File: src/rtl/core/srt_pkg.sv
// shared types, constants and helpers for the score ranked table
package srt_pkg;

   localparam int CAPACITY_DEF = 64;
   localparam int SCORE_W      = 7;
   localparam int TAG_W        = 16;
   localparam int TOTAL_W      = 9;
   localparam int AVG_W        = 7;
   localparam int RANK_IDX_W   = 6;
   localparam int RANK_W       = 7;
   localparam int COUNT_OUT_W  = 7;
   localparam int SCORE_MAX    = 100;

   // floor(t / 3) for t below 512 as a multiply by 171 and shift by 9
   localparam int DIV3_MUL     = 171;
   localparam int DIV3_SHIFT   = 9;
   localparam int DIV3_PROD_W  = 17;

   typedef enum logic {
      CMD_INSERT = 1'b0,
      CMD_READ   = 1'b1
   } cmd_code_type;

   typedef enum logic [1:0] {
      STATUS_OK    = 2'd0,
      STATUS_FULL  = 2'd1,
      STATUS_BAD   = 2'd2,
      STATUS_EMPTY = 2'd3
   } status_type;

   typedef enum logic [2:0] {
      ST_IDLE,
      ST_DECIDE,
      ST_RDWAIT,
      ST_SHIFT,
      ST_PLACE,
      ST_FINISH
   } state_type;

   typedef enum logic [1:0] {
      RD_IDX,
      RD_CNT_M1,
      RD_PTR_M2
   } rdsel_type;

   typedef enum logic {
      WR_NEW,
      WR_SHIFT
   } wrsel_type;

   typedef enum logic [2:0] {
      RES_INSERT_OK,
      RES_FULL,
      RES_BAD,
      RES_EMPTY,
      RES_READ
   } ressel_type;

   typedef struct packed {
      logic [SCORE_W-1:0] score_first;
      logic [SCORE_W-1:0] score_second;
      logic [SCORE_W-1:0] score_third;
      logic [TAG_W-1:0]   tag;
      logic [TOTAL_W-1:0] total;
   } rec_type;

   typedef struct packed {
      logic       load_req;
      logic       rd_en;
      rdsel_type  rd_sel;
      logic       wr_en;
      wrsel_type  wr_sel;
      logic       ptr_load;
      logic       ptr_dec;
      logic       count_inc;
      logic       res_load;
      ressel_type res_sel;
      logic       out_load;
   } ctrl_cmd_type;

   typedef struct packed {
      logic is_read;
      logic bad_score;
      logic full;
      logic idx_ok;
      logic count_zero;
      logic shift_more;
      logic ptr_is_one;
      logic out_free;
   } dp_stat_type;

   function automatic logic [AVG_W-1:0] div3(input logic [TOTAL_W-1:0] t);
      logic [DIV3_PROD_W-1:0] p;
      p = DIV3_PROD_W'(t) * DIV3_PROD_W'(DIV3_MUL);
      return AVG_W'(p >> DIV3_SHIFT);
   endfunction

endpackage

File: src/rtl/core/srt_ram.sv
// generic single write port ram with registered read
module srt_ram #(
   parameter int WIDTH = 46,
   parameter int DEPTH = 64
) (
   input  logic                     clock,
   input  logic                     wr_en,
   input  logic [$clog2(DEPTH)-1:0] wr_addr,
   input  logic [WIDTH-1:0]         wr_data,
   input  logic                     rd_en,
   input  logic [$clog2(DEPTH)-1:0] rd_addr,
   output logic [WIDTH-1:0]         rd_data
);

   logic [WIDTH-1:0] mem_ff [DEPTH];
   logic [WIDTH-1:0] rd_data_ff;

   always_ff @(posedge clock) begin
      if (wr_en) begin
         mem_ff[wr_addr] <= wr_data;
      end
      if (rd_en) begin
         rd_data_ff <= mem_ff[rd_addr];
      end
   end

   assign rd_data = rd_data_ff;

endmodule

File: src/rtl/core/srt_ctrl.sv
// sequencer for insert walk, reads and result hand-off
module srt_ctrl (
   input  logic                 clock,
   input  logic                 reset,
   input  logic                 req_valid,
   output logic                 req_ready,
   input  srt_pkg::dp_stat_type stat,
   output srt_pkg::ctrl_cmd_type cmd
);

   srt_pkg::state_type state_ff, state_in;

   always_ff @(posedge clock) begin
      if (reset) begin
         state_ff <= srt_pkg::ST_IDLE;
      end else begin
         state_ff <= state_in;
      end
   end

   always_comb begin
      state_in     = state_ff;
      cmd          = '0;
      cmd.rd_sel   = srt_pkg::RD_IDX;
      cmd.wr_sel   = srt_pkg::WR_NEW;
      cmd.res_sel  = srt_pkg::RES_EMPTY;
      req_ready    = 1'b0;
      unique case (state_ff)
         srt_pkg::ST_IDLE: begin
            req_ready = 1'b1;
            if (req_valid) begin
               cmd.load_req = 1'b1;
               state_in     = srt_pkg::ST_DECIDE;
            end
         end
         srt_pkg::ST_DECIDE: begin
            priority if (stat.is_read && !stat.idx_ok) begin
               cmd.res_load = 1'b1;
               cmd.res_sel  = srt_pkg::RES_EMPTY;
               state_in     = srt_pkg::ST_FINISH;
            end else if (stat.is_read) begin
               cmd.rd_en  = 1'b1;
               cmd.rd_sel = srt_pkg::RD_IDX;
               state_in   = srt_pkg::ST_RDWAIT;
            end else if (stat.bad_score) begin
               cmd.res_load = 1'b1;
               cmd.res_sel  = srt_pkg::RES_BAD;
               state_in     = srt_pkg::ST_FINISH;
            end else if (stat.full) begin
               cmd.res_load = 1'b1;
               cmd.res_sel  = srt_pkg::RES_FULL;
               state_in     = srt_pkg::ST_FINISH;
            end else if (stat.count_zero) begin
               cmd.ptr_load = 1'b1;
               state_in     = srt_pkg::ST_PLACE;
            end else begin
               cmd.ptr_load = 1'b1;
               cmd.rd_en    = 1'b1;
               cmd.rd_sel   = srt_pkg::RD_CNT_M1;
               state_in     = srt_pkg::ST_SHIFT;
            end
         end
         srt_pkg::ST_RDWAIT: begin
            cmd.res_load = 1'b1;
            cmd.res_sel  = srt_pkg::RES_READ;
            state_in     = srt_pkg::ST_FINISH;
         end
         srt_pkg::ST_SHIFT: begin
            cmd.wr_en = 1'b1;
            if (stat.shift_more) begin
               // move the record one place down and look at the next one up
               cmd.wr_sel  = srt_pkg::WR_SHIFT;
               cmd.ptr_dec = 1'b1;
               if (stat.ptr_is_one) begin
                  state_in = srt_pkg::ST_PLACE;
               end else begin
                  cmd.rd_en  = 1'b1;
                  cmd.rd_sel = srt_pkg::RD_PTR_M2;
               end
            end else begin
               cmd.wr_sel    = srt_pkg::WR_NEW;
               cmd.count_inc = 1'b1;
               cmd.res_load  = 1'b1;
               cmd.res_sel   = srt_pkg::RES_INSERT_OK;
               state_in      = srt_pkg::ST_FINISH;
            end
         end
         srt_pkg::ST_PLACE: begin
            cmd.wr_en     = 1'b1;
            cmd.wr_sel    = srt_pkg::WR_NEW;
            cmd.count_inc = 1'b1;
            cmd.res_load  = 1'b1;
            cmd.res_sel   = srt_pkg::RES_INSERT_OK;
            state_in      = srt_pkg::ST_FINISH;
         end
         srt_pkg::ST_FINISH: begin
            if (stat.out_free) begin
               cmd.out_load = 1'b1;
               state_in     = srt_pkg::ST_IDLE;
            end
         end
         default: begin
            state_in = srt_pkg::ST_IDLE;
         end
      endcase
   end

   // memory data is only consumed the cycle after a read was issued
   a_shift_after_read: assert property (@(posedge clock) disable iff (reset)
      (state_ff == srt_pkg::ST_SHIFT) |-> $past(cmd.rd_en))
      else $error("shift step without a preceding memory read");

   a_rdwait_after_read: assert property (@(posedge clock) disable iff (reset)
      (state_ff == srt_pkg::ST_RDWAIT) |-> $past(cmd.rd_en))
      else $error("read result stage without a preceding memory read");

endmodule

File: src/rtl/core/srt_dp.sv
// record registers, table memory, counters and output register
module srt_dp #(
   parameter int CAPACITY = srt_pkg::CAPACITY_DEF
) (
   input  logic                               clock,
   input  logic                               reset,
   input  logic                               req_cmd,
   input  logic [srt_pkg::SCORE_W-1:0]        req_score_first,
   input  logic [srt_pkg::SCORE_W-1:0]        req_score_second,
   input  logic [srt_pkg::SCORE_W-1:0]        req_score_third,
   input  logic [srt_pkg::TAG_W-1:0]          req_record_tag,
   input  logic [srt_pkg::RANK_IDX_W-1:0]     req_rank_index,
   input  srt_pkg::ctrl_cmd_type              cmd,
   output srt_pkg::dp_stat_type               stat,
   output logic                               rsp_valid,
   input  logic                               rsp_ready,
   output logic [1:0]                         rsp_status,
   output logic [srt_pkg::TOTAL_W-1:0]        rsp_total_score,
   output logic [srt_pkg::AVG_W-1:0]          rsp_average_score,
   output logic [srt_pkg::SCORE_W-1:0]        rsp_out_first,
   output logic [srt_pkg::SCORE_W-1:0]        rsp_out_second,
   output logic [srt_pkg::SCORE_W-1:0]        rsp_out_third,
   output logic [srt_pkg::TAG_W-1:0]          rsp_out_tag,
   output logic [srt_pkg::RANK_W-1:0]         rsp_rank_number,
   output logic [srt_pkg::COUNT_OUT_W-1:0]    rsp_entry_count
);

   localparam int CW     = $clog2(CAPACITY + 1);
   localparam int AW     = $clog2(CAPACITY);
   localparam int CmpW   = (CW > srt_pkg::RANK_IDX_W) ? CW : srt_pkg::RANK_IDX_W;
   localparam int RankW  = srt_pkg::RANK_W;
   localparam int CountW = srt_pkg::COUNT_OUT_W;
   localparam int TotW   = srt_pkg::TOTAL_W;
   localparam int ScW    = srt_pkg::SCORE_W;
   localparam int RecW   = $bits(srt_pkg::rec_type);

   srt_pkg::rec_type               nrec_ff, res_rec_ff, out_rec_ff, rd_rec, res_rec_in;
   logic                           is_read_ff;
   logic [srt_pkg::RANK_IDX_W-1:0] idx_ff;
   logic [CW-1:0]                  ptr_ff, count_ff;
   srt_pkg::status_type            res_status_ff, res_status_in, out_status_ff;
   logic [RankW-1:0]               res_rank_ff, res_rank_in, out_rank_ff;
   logic [srt_pkg::AVG_W-1:0]      out_avg_ff;
   logic [CountW-1:0]              out_count_ff;
   logic                           rsp_valid_ff;
   logic [AW-1:0]                  rd_addr, wr_addr;
   logic [RecW-1:0]                wr_data, rd_data;

   always_ff @(posedge clock) begin
      if (cmd.load_req) begin
         nrec_ff.score_first  <= req_score_first;
         nrec_ff.score_second <= req_score_second;
         nrec_ff.score_third  <= req_score_third;
         nrec_ff.tag          <= req_record_tag;
         nrec_ff.total        <= TotW'(req_score_first) + TotW'(req_score_second)
                                 + TotW'(req_score_third);
         is_read_ff           <= (req_cmd == srt_pkg::CMD_READ);
         idx_ff               <= req_rank_index;
      end
      if (cmd.ptr_load) begin
         ptr_ff <= count_ff;
      end else if (cmd.ptr_dec) begin
         ptr_ff <= ptr_ff - CW'(1);
      end
      if (cmd.res_load) begin
         res_status_ff <= res_status_in;
         res_rank_ff   <= res_rank_in;
         res_rec_ff    <= res_rec_in;
      end
      if (cmd.out_load) begin
         out_status_ff <= res_status_ff;
         out_rank_ff   <= res_rank_ff;
         out_rec_ff    <= res_rec_ff;
         out_avg_ff    <= srt_pkg::div3(res_rec_ff.total);
         out_count_ff  <= CountW'(count_ff);
      end
   end

   always_ff @(posedge clock) begin
      if (reset) begin
         count_ff     <= '0;
         rsp_valid_ff <= 1'b0;
      end else begin
         if (cmd.count_inc) begin
            count_ff <= count_ff + CW'(1);
         end
         if (cmd.out_load) begin
            rsp_valid_ff <= 1'b1;
         end else if (rsp_ready) begin
            rsp_valid_ff <= 1'b0;
         end
      end
   end

   // memory addressing
   always_comb begin
      unique case (cmd.rd_sel)
         srt_pkg::RD_IDX:    rd_addr = AW'(idx_ff);
         srt_pkg::RD_CNT_M1: rd_addr = AW'(count_ff - CW'(1));
         srt_pkg::RD_PTR_M2: rd_addr = AW'(ptr_ff - CW'(2));
         default:            rd_addr = '0;
      endcase
      wr_addr = AW'(ptr_ff);
      unique case (cmd.wr_sel)
         srt_pkg::WR_SHIFT: wr_data = rd_data;
         default:           wr_data = nrec_ff;
      endcase
   end

   assign rd_rec = rd_data;

   srt_ram #(
      .WIDTH(RecW),
      .DEPTH(CAPACITY)
   ) u_store (
      .clock  (clock),
      .wr_en  (cmd.wr_en),
      .wr_addr(wr_addr),
      .wr_data(wr_data),
      .rd_en  (cmd.rd_en),
      .rd_addr(rd_addr),
      .rd_data(rd_data)
   );

   // result selection
   always_comb begin
      res_rec_in    = '0;
      res_rank_in   = '0;
      res_status_in = srt_pkg::STATUS_OK;
      unique case (cmd.res_sel)
         srt_pkg::RES_INSERT_OK: begin
            res_rec_in  = nrec_ff;
            res_rank_in = RankW'(ptr_ff) + RankW'(1);
         end
         srt_pkg::RES_FULL: begin
            res_status_in = srt_pkg::STATUS_FULL;
            res_rec_in    = nrec_ff;
         end
         srt_pkg::RES_BAD: begin
            res_status_in  = srt_pkg::STATUS_BAD;
            res_rec_in.tag = nrec_ff.tag;
         end
         srt_pkg::RES_READ: begin
            res_rec_in  = rd_rec;
            res_rank_in = RankW'(idx_ff) + RankW'(1);
         end
         default: begin
            res_status_in = srt_pkg::STATUS_EMPTY;
         end
      endcase
   end

   always_comb begin
      stat.is_read    = is_read_ff;
      stat.bad_score  = (nrec_ff.score_first > ScW'(srt_pkg::SCORE_MAX))
                        || (nrec_ff.score_second > ScW'(srt_pkg::SCORE_MAX))
                        || (nrec_ff.score_third > ScW'(srt_pkg::SCORE_MAX));
      stat.full       = (count_ff == CW'(CAPACITY));
      stat.idx_ok     = (CmpW'(idx_ff) < CmpW'(count_ff));
      stat.count_zero = (count_ff == '0);
      // ties move down so the newest of equal totals lands first
      stat.shift_more = (rd_rec.total <= nrec_ff.total);
      stat.ptr_is_one = (ptr_ff == CW'(1));
      stat.out_free   = !rsp_valid_ff || rsp_ready;
   end

   assign rsp_valid         = rsp_valid_ff;
   assign rsp_status        = out_status_ff;
   assign rsp_total_score   = out_rec_ff.total;
   assign rsp_average_score = out_avg_ff;
   assign rsp_out_first     = out_rec_ff.score_first;
   assign rsp_out_second    = out_rec_ff.score_second;
   assign rsp_out_third     = out_rec_ff.score_third;
   assign rsp_out_tag       = out_rec_ff.tag;
   assign rsp_rank_number   = out_rank_ff;
   assign rsp_entry_count   = out_count_ff;

   a_count_bound: assert property (@(posedge clock) disable iff (reset)
      count_ff <= CW'(CAPACITY))
      else $error("record count beyond capacity");

   a_write_in_range: assert property (@(posedge clock) disable iff (reset)
      cmd.wr_en |-> (ptr_ff < CW'(CAPACITY)))
      else $error("table write outside the memory");

   a_count_step: assert property (@(posedge clock) disable iff (reset)
      (!$past(reset) && (count_ff != $past(count_ff)))
         |-> (count_ff == $past(count_ff) + CW'(1)))
      else $error("record count changed by other than one");

   a_out_no_overwrite: assert property (@(posedge clock) disable iff (reset)
      cmd.out_load |-> (!rsp_valid_ff || rsp_ready))
      else $error("pending result overwritten");

endmodule

File: src/rtl/core/score_ranked_table.sv
// top level of the score ranked table
// Holds up to CAPACITY records sorted by descending total of three scores; equal totals
// put the newest record first. Each item returns exactly one result. An insert walks
// the table from its end, moving one stored record per cycle through the record
// memory until it reaches the new record's place, then writes it there. A read waits
// for the registered memory read; a rejected insert or a read of an empty rank goes
// straight from the decision to the result.
// Items are taken one at a time; the result sits in an output register so the next
// item can be accepted while it waits. The memory needs no clearing after reset.
module score_ranked_table #(
   parameter int CAPACITY = srt_pkg::CAPACITY_DEF
) (
   input  logic                            clock,
   input  logic                            reset,
   input  logic                            req_valid,
   output logic                            req_ready,
   input  logic                            req_cmd,
   input  logic [srt_pkg::SCORE_W-1:0]     req_score_first,
   input  logic [srt_pkg::SCORE_W-1:0]     req_score_second,
   input  logic [srt_pkg::SCORE_W-1:0]     req_score_third,
   input  logic [srt_pkg::TAG_W-1:0]       req_record_tag,
   input  logic [srt_pkg::RANK_IDX_W-1:0]  req_rank_index,
   output logic                            rsp_valid,
   input  logic                            rsp_ready,
   output logic [1:0]                      rsp_status,
   output logic [srt_pkg::TOTAL_W-1:0]     rsp_total_score,
   output logic [srt_pkg::AVG_W-1:0]       rsp_average_score,
   output logic [srt_pkg::SCORE_W-1:0]     rsp_out_first,
   output logic [srt_pkg::SCORE_W-1:0]     rsp_out_second,
   output logic [srt_pkg::SCORE_W-1:0]     rsp_out_third,
   output logic [srt_pkg::TAG_W-1:0]       rsp_out_tag,
   output logic [srt_pkg::RANK_W-1:0]      rsp_rank_number,
   output logic [srt_pkg::COUNT_OUT_W-1:0] rsp_entry_count
);

   srt_pkg::ctrl_cmd_type cmd;
   srt_pkg::dp_stat_type  stat;

   srt_ctrl u_ctrl (
      .clock    (clock),
      .reset    (reset),
      .req_valid(req_valid),
      .req_ready(req_ready),
      .stat     (stat),
      .cmd      (cmd)
   );

   srt_dp #(
      .CAPACITY(CAPACITY)
   ) u_dp (
      .clock            (clock),
      .reset            (reset),
      .req_cmd          (req_cmd),
      .req_score_first  (req_score_first),
      .req_score_second (req_score_second),
      .req_score_third  (req_score_third),
      .req_record_tag   (req_record_tag),
      .req_rank_index   (req_rank_index),
      .cmd              (cmd),
      .stat             (stat),
      .rsp_valid        (rsp_valid),
      .rsp_ready        (rsp_ready),
      .rsp_status       (rsp_status),
      .rsp_total_score  (rsp_total_score),
      .rsp_average_score(rsp_average_score),
      .rsp_out_first    (rsp_out_first),
      .rsp_out_second   (rsp_out_second),
      .rsp_out_third    (rsp_out_third),
      .rsp_out_tag      (rsp_out_tag),
      .rsp_rank_number  (rsp_rank_number),
      .rsp_entry_count  (rsp_entry_count)
   );

endmodule
File: config.mk
export PLATFORM = sky130hd
export DESIGN_NAME = score_ranked_table
export DESIGN_NICKNAME = d
export VERILOG_FILES = /design/src/rtl/core/srt_pkg.sv /design/src/rtl/core/srt_ram.sv /design/src/rtl/core/srt_ctrl.sv /design/src/rtl/core/srt_dp.sv /design/src/rtl/core/score_ranked_table.sv
export SDC_FILE = /design/constraint.sdc
export NUM_CORES = 2
export LEC_CHECK = 0
export ABC_AREA = 1
export BUFFER_PORTS_ARGS = -buffer_cell sky130_fd_sc_hd__buf_2
export CELL_PAD_IN_SITES_DETAIL_PLACEMENT = 1
export CELL_PAD_IN_SITES_GLOBAL_PLACEMENT = 1
export CORE_AREA = 2 2 445 668
export CTS_BUF_LIST = sky130_fd_sc_hd__clkbuf_8
export CTS_CLUSTER_SIZE = 24
export DETAILED_ROUTE_END_ITERATION = 8
export DIE_AREA = 0 0 447 670
export PLACE_DENSITY_LB_ADDON = 0.1
export REMOVE_ABC_BUFFERS = 1
export SLEW_MARGIN = 20
export SYNTH_ARGS = -nofsm -noshare
export SYNTH_HDL_FRONTEND = slang
export SYNTH_SLANG_ARGS = --single-unit
export TNS_END_PERCENT = 30
File: constraint.sdc
create_clock -name clock -period 6.7 [get_ports clock]
set_input_delay 0.67 -clock clock [delete_from_list [all_inputs] [get_ports clock]]
set_output_delay 0.67 -clock clock [all_outputs]
set_load 0.005 [all_outputs]
==> results.toml <==
[power_and_ir_drop]
power.density_nw_per_um2 = 312.3
comb_power_share = 0.219
p_leak_nw = 64.76
pwr-share-seq = 0.477
p_sw_frac = 0.3246
p_total_mw = 49.30
p_switching_mw = 16.00
pwr-share-clk = 0.304
peakVddDrop_v = 0.0002488
p_int_mw = 33.29

[final_layout]
drive_gt1_frac = 0.08564
mostFrequentLayoutCells = "edfxtp_1, nand3_1, inv_1"
nNetsFinal = 13567
final_common_cell = "edfxtp_1"
area_growth_pct = 10.08

[synthesis]
synth_cell_types = 42
synth_warnings = 0
synth_top_family_by_area = "simple AND/OR/NAND/NOR gates"
synth-edff-count = 3174
synth.mux.area_fraction = 0
synth_cells = 13428
ys_seq_area_frac = 0.6662
synthAdderAreaFrac = 0.009301
synth_flop_cell = "edfxtp_1"
async_reset_ff_frac = 0
synth_compound_area_frac = 0.006937
synth-seq-cells = 3185
syn_area_per_cell_sq_um = 10.68
synth_xor_area_frac = 0.001771
synthSimpleGateAreaFrac = 0.2152
netlist_area_sq_um = 143400

[timing]
tightest_slew_ps = 1314
setup_viol = 0
slew_headroom = 0.1239
finalClockSkew_ps = 60.24
fin_ws_ps = 1078
rsz0062_at_grt = "false"
min_period_ps = 5622
period_share = 0.8392
slew_violations = 0
max_freq_mhz = 177.9
hold_viol = 0

[worst_setup_path]
worstReg2RegStart = "u_dp.u_store.rd_data[3]"
r2r_setup_slack_ps = 1080
crit_top_cell = "nand2_1"
start_kind = "flip-flop"
crit_arrival_ps = 6410
critPathRequiredTime_ps = 7490
slowest_stage = "edfxtp_1"
cp-end-kind = "flip-flop"
cp_max_fo = 96
worstPathCellList = "ha_1 -> nand2_1 -> inv_1 -> nand2_1 -> nand2_1 -> nand2_1 -> nand3_1 -> nand2_1 -> nand2_2 -> inv_2 -> nand2_8 -> nand3_4 -> buf_12 -> buf_4 -> nand2_1 -> nand3_1 -> nand3_1 -> nand3_1 -> nand3_1 -> nand3_1 -> nand2_1"
rr_worst_depth = 21
worstReg2RegEnd = "u_dp.u_store.rd_data[39]"
cpPeakStageDelay_ps = 570
timing_worst_setup_path_type = "reg2reg"

[min_path]
holdPathStages = 4
min_to = "u_ctrl.state_ff[2]"
min_from = "req_valid"
hold_class = "in2reg"

[cts]
cts_tree = "yes"
post_cts_buffers = 0
cts_max_level = 5
clkSinkCount = 3185
clk_latency_ps = 1090
clockRootBuffer = "clkbuf_8"
clockBufferDepth = 4
clk_pin_slew_ps = 70
ctsResizeCount = 0
cts_buffers = 486

[route]
drc = 0
avgViaCountPerCell = 6.141
drtPass1Iterations = 9
wire_per_inst_microns = 29.65
antenna_left = 0
dr_total_vias = 108948
first_iter_violations = 11657
wl_mm = 526.0

[status]
status = "finished clean"

[floorplanning]
ioPinCount = 119
fp-row-count = 244
die_w_microns = 447
die_h_microns = 670
design.core.area_sq_um = 293700
start_util = 0.4883
die_area_sq_um = 299500

[grt]
grt_usage = 0.3446
grt_pass1_wl_mm = 758.3
grt_max_degree = 178
antenna_found_initial = 21
grt_remaining_overflow = 0
grt_pass1_vias = 112127

[placed_design]
preCtsSetupSlack_ps = 1305
gp_congestion = 0.8878
io_buffer_count = 118
hpwl_mm = 287.8

[job]
drv.max_cap_violation_count = 0
## power groups by stage
stage | clock network [mW] | logic (mW) | registers (mW)
2_1_floorplan | 0 | 8.08 | 24.0
3_3_place_gp | 0 | 10.3 | 23.9
3_5_place_dp | 0 | 10.6 | 23.9
4_1_cts | 15.2 | 10.7 | 23.5
5_1_grt | 16.0 | 11.7 | 23.5
6_report | 15.0 | 10.8 | 23.5
## per-layer routing
layer / track usage / share of wire / vias up
met5: 0 / 0.000078 / -
met4: 0.1974 / 0.064 / 6
met3: 0.06339 / 0.082 / 1601
met2: 0.5673 / 0.48 / 5192
met1: 0.4254 / 0.37 / 55727
li1: - / - / 46422
## registers in the layout, summed over array words and instances (netlist names), 9 cells and up
register,count
u_dp.rsp_total_score,9
u_dp.u_store.rd_data,46
u_dp.u_store.mem_ff,2944
u_dp.nrec_ff,46
u_dp.res_rec_ff,46
u_dp.rsp_out_tag,16
## Yosys cell counts (all sizes together) (10+ instances only)
master,count,area share
nor2,92,0.0024
edfxtp,3174,0.66
fa,16,0.0022
a21oi,41,0.0014
nand2,1967,0.052
nand4,1473,0.064
inv,2648,0.069
nand3,2746,0.096
xor2,19,0.0012
buf,418,0.016
o21ai,103,0.0036
dfxtp,11,0.0015
xnor2,10,0.00061
o22ai,24,0.0010
clkbuf,569,0.015
ha,81,0.0071
nor3,14,0.00076
## critical path: cells and delay by family, from the launching register on
kind	cells	cell delay, ps
adders and majority gates	1	370
and+or+nand+nor	16	3120
buffers and inverters	4	1180
DFF	1	570
## how the worst max path moves through the flow
stage / startpoint / to / slack (ps) / cells after the start
floorplan: u_dp.count_ff[0] / u_dp.u_store.rd_data[0] / -98450 / 11
global placement: u_dp.u_store.rd_data[7] / u_dp.u_store.rd_data[39] / 1380 / 18
detailed placement: u_dp.u_store.rd_data[3] / u_dp.u_store.rd_data[39] / 1300 / 21
CTS: u_dp.u_store.rd_data[3] / u_dp.u_store.rd_data[39] / 1270 / 21
global route: u_dp.u_store.rd_data[3] / u_dp.u_store.rd_data[39] / 940 / 21
finish: u_dp.u_store.rd_data[3] / u_dp.u_store.rd_data[39] / 1080 / 21
## stage by stage
step | hold slack, ps | area (sq um) | instances | util | TNS, ps
after floorplan | 400.3 | 138900 | 12441 | - | -4525680
after global placement | 402.6 | 148800 | 16823 | 0.5066 | 0
after detailed placement | 405.7 | 148800 | 16825 | 0.5067 | 0
after CTS | 47.71 | 157800 | 17727 | 0.5374 | 0
after global routing | 152.3 | 157800 | 17735 | 0.5374 | 0
final | 150.2 | 157900 | 17741 | 0.5375 | 0
## cell families after synthesis
group | Yosys count
xor+xnor | 29
simple gates | 6297
buf+inv | 3636
fa+ha+maj | 97
flops | 3185
compound gates | 184
## timing repair
| action | 4_1_cts | 5_1_grt |
|---|---|---|
| hold endpoints to repair | 55 | 0 |
| endpoints found under the setup margin | 0 | 0 |
| hold buffers | 45 | 0 |
## final cells by class
type	count	area, sq um
timing repair buffer	493	4427
clock inverter	363	1740
clock buffer	494	6799
inverter	2649	10030
fill	31385	135800
multi-input combinational	6607	34360
sequential	3185	95530
tap	3936	4925
antenna	14	35.03
Note: power is estimated with default switching activity, not from simulation.
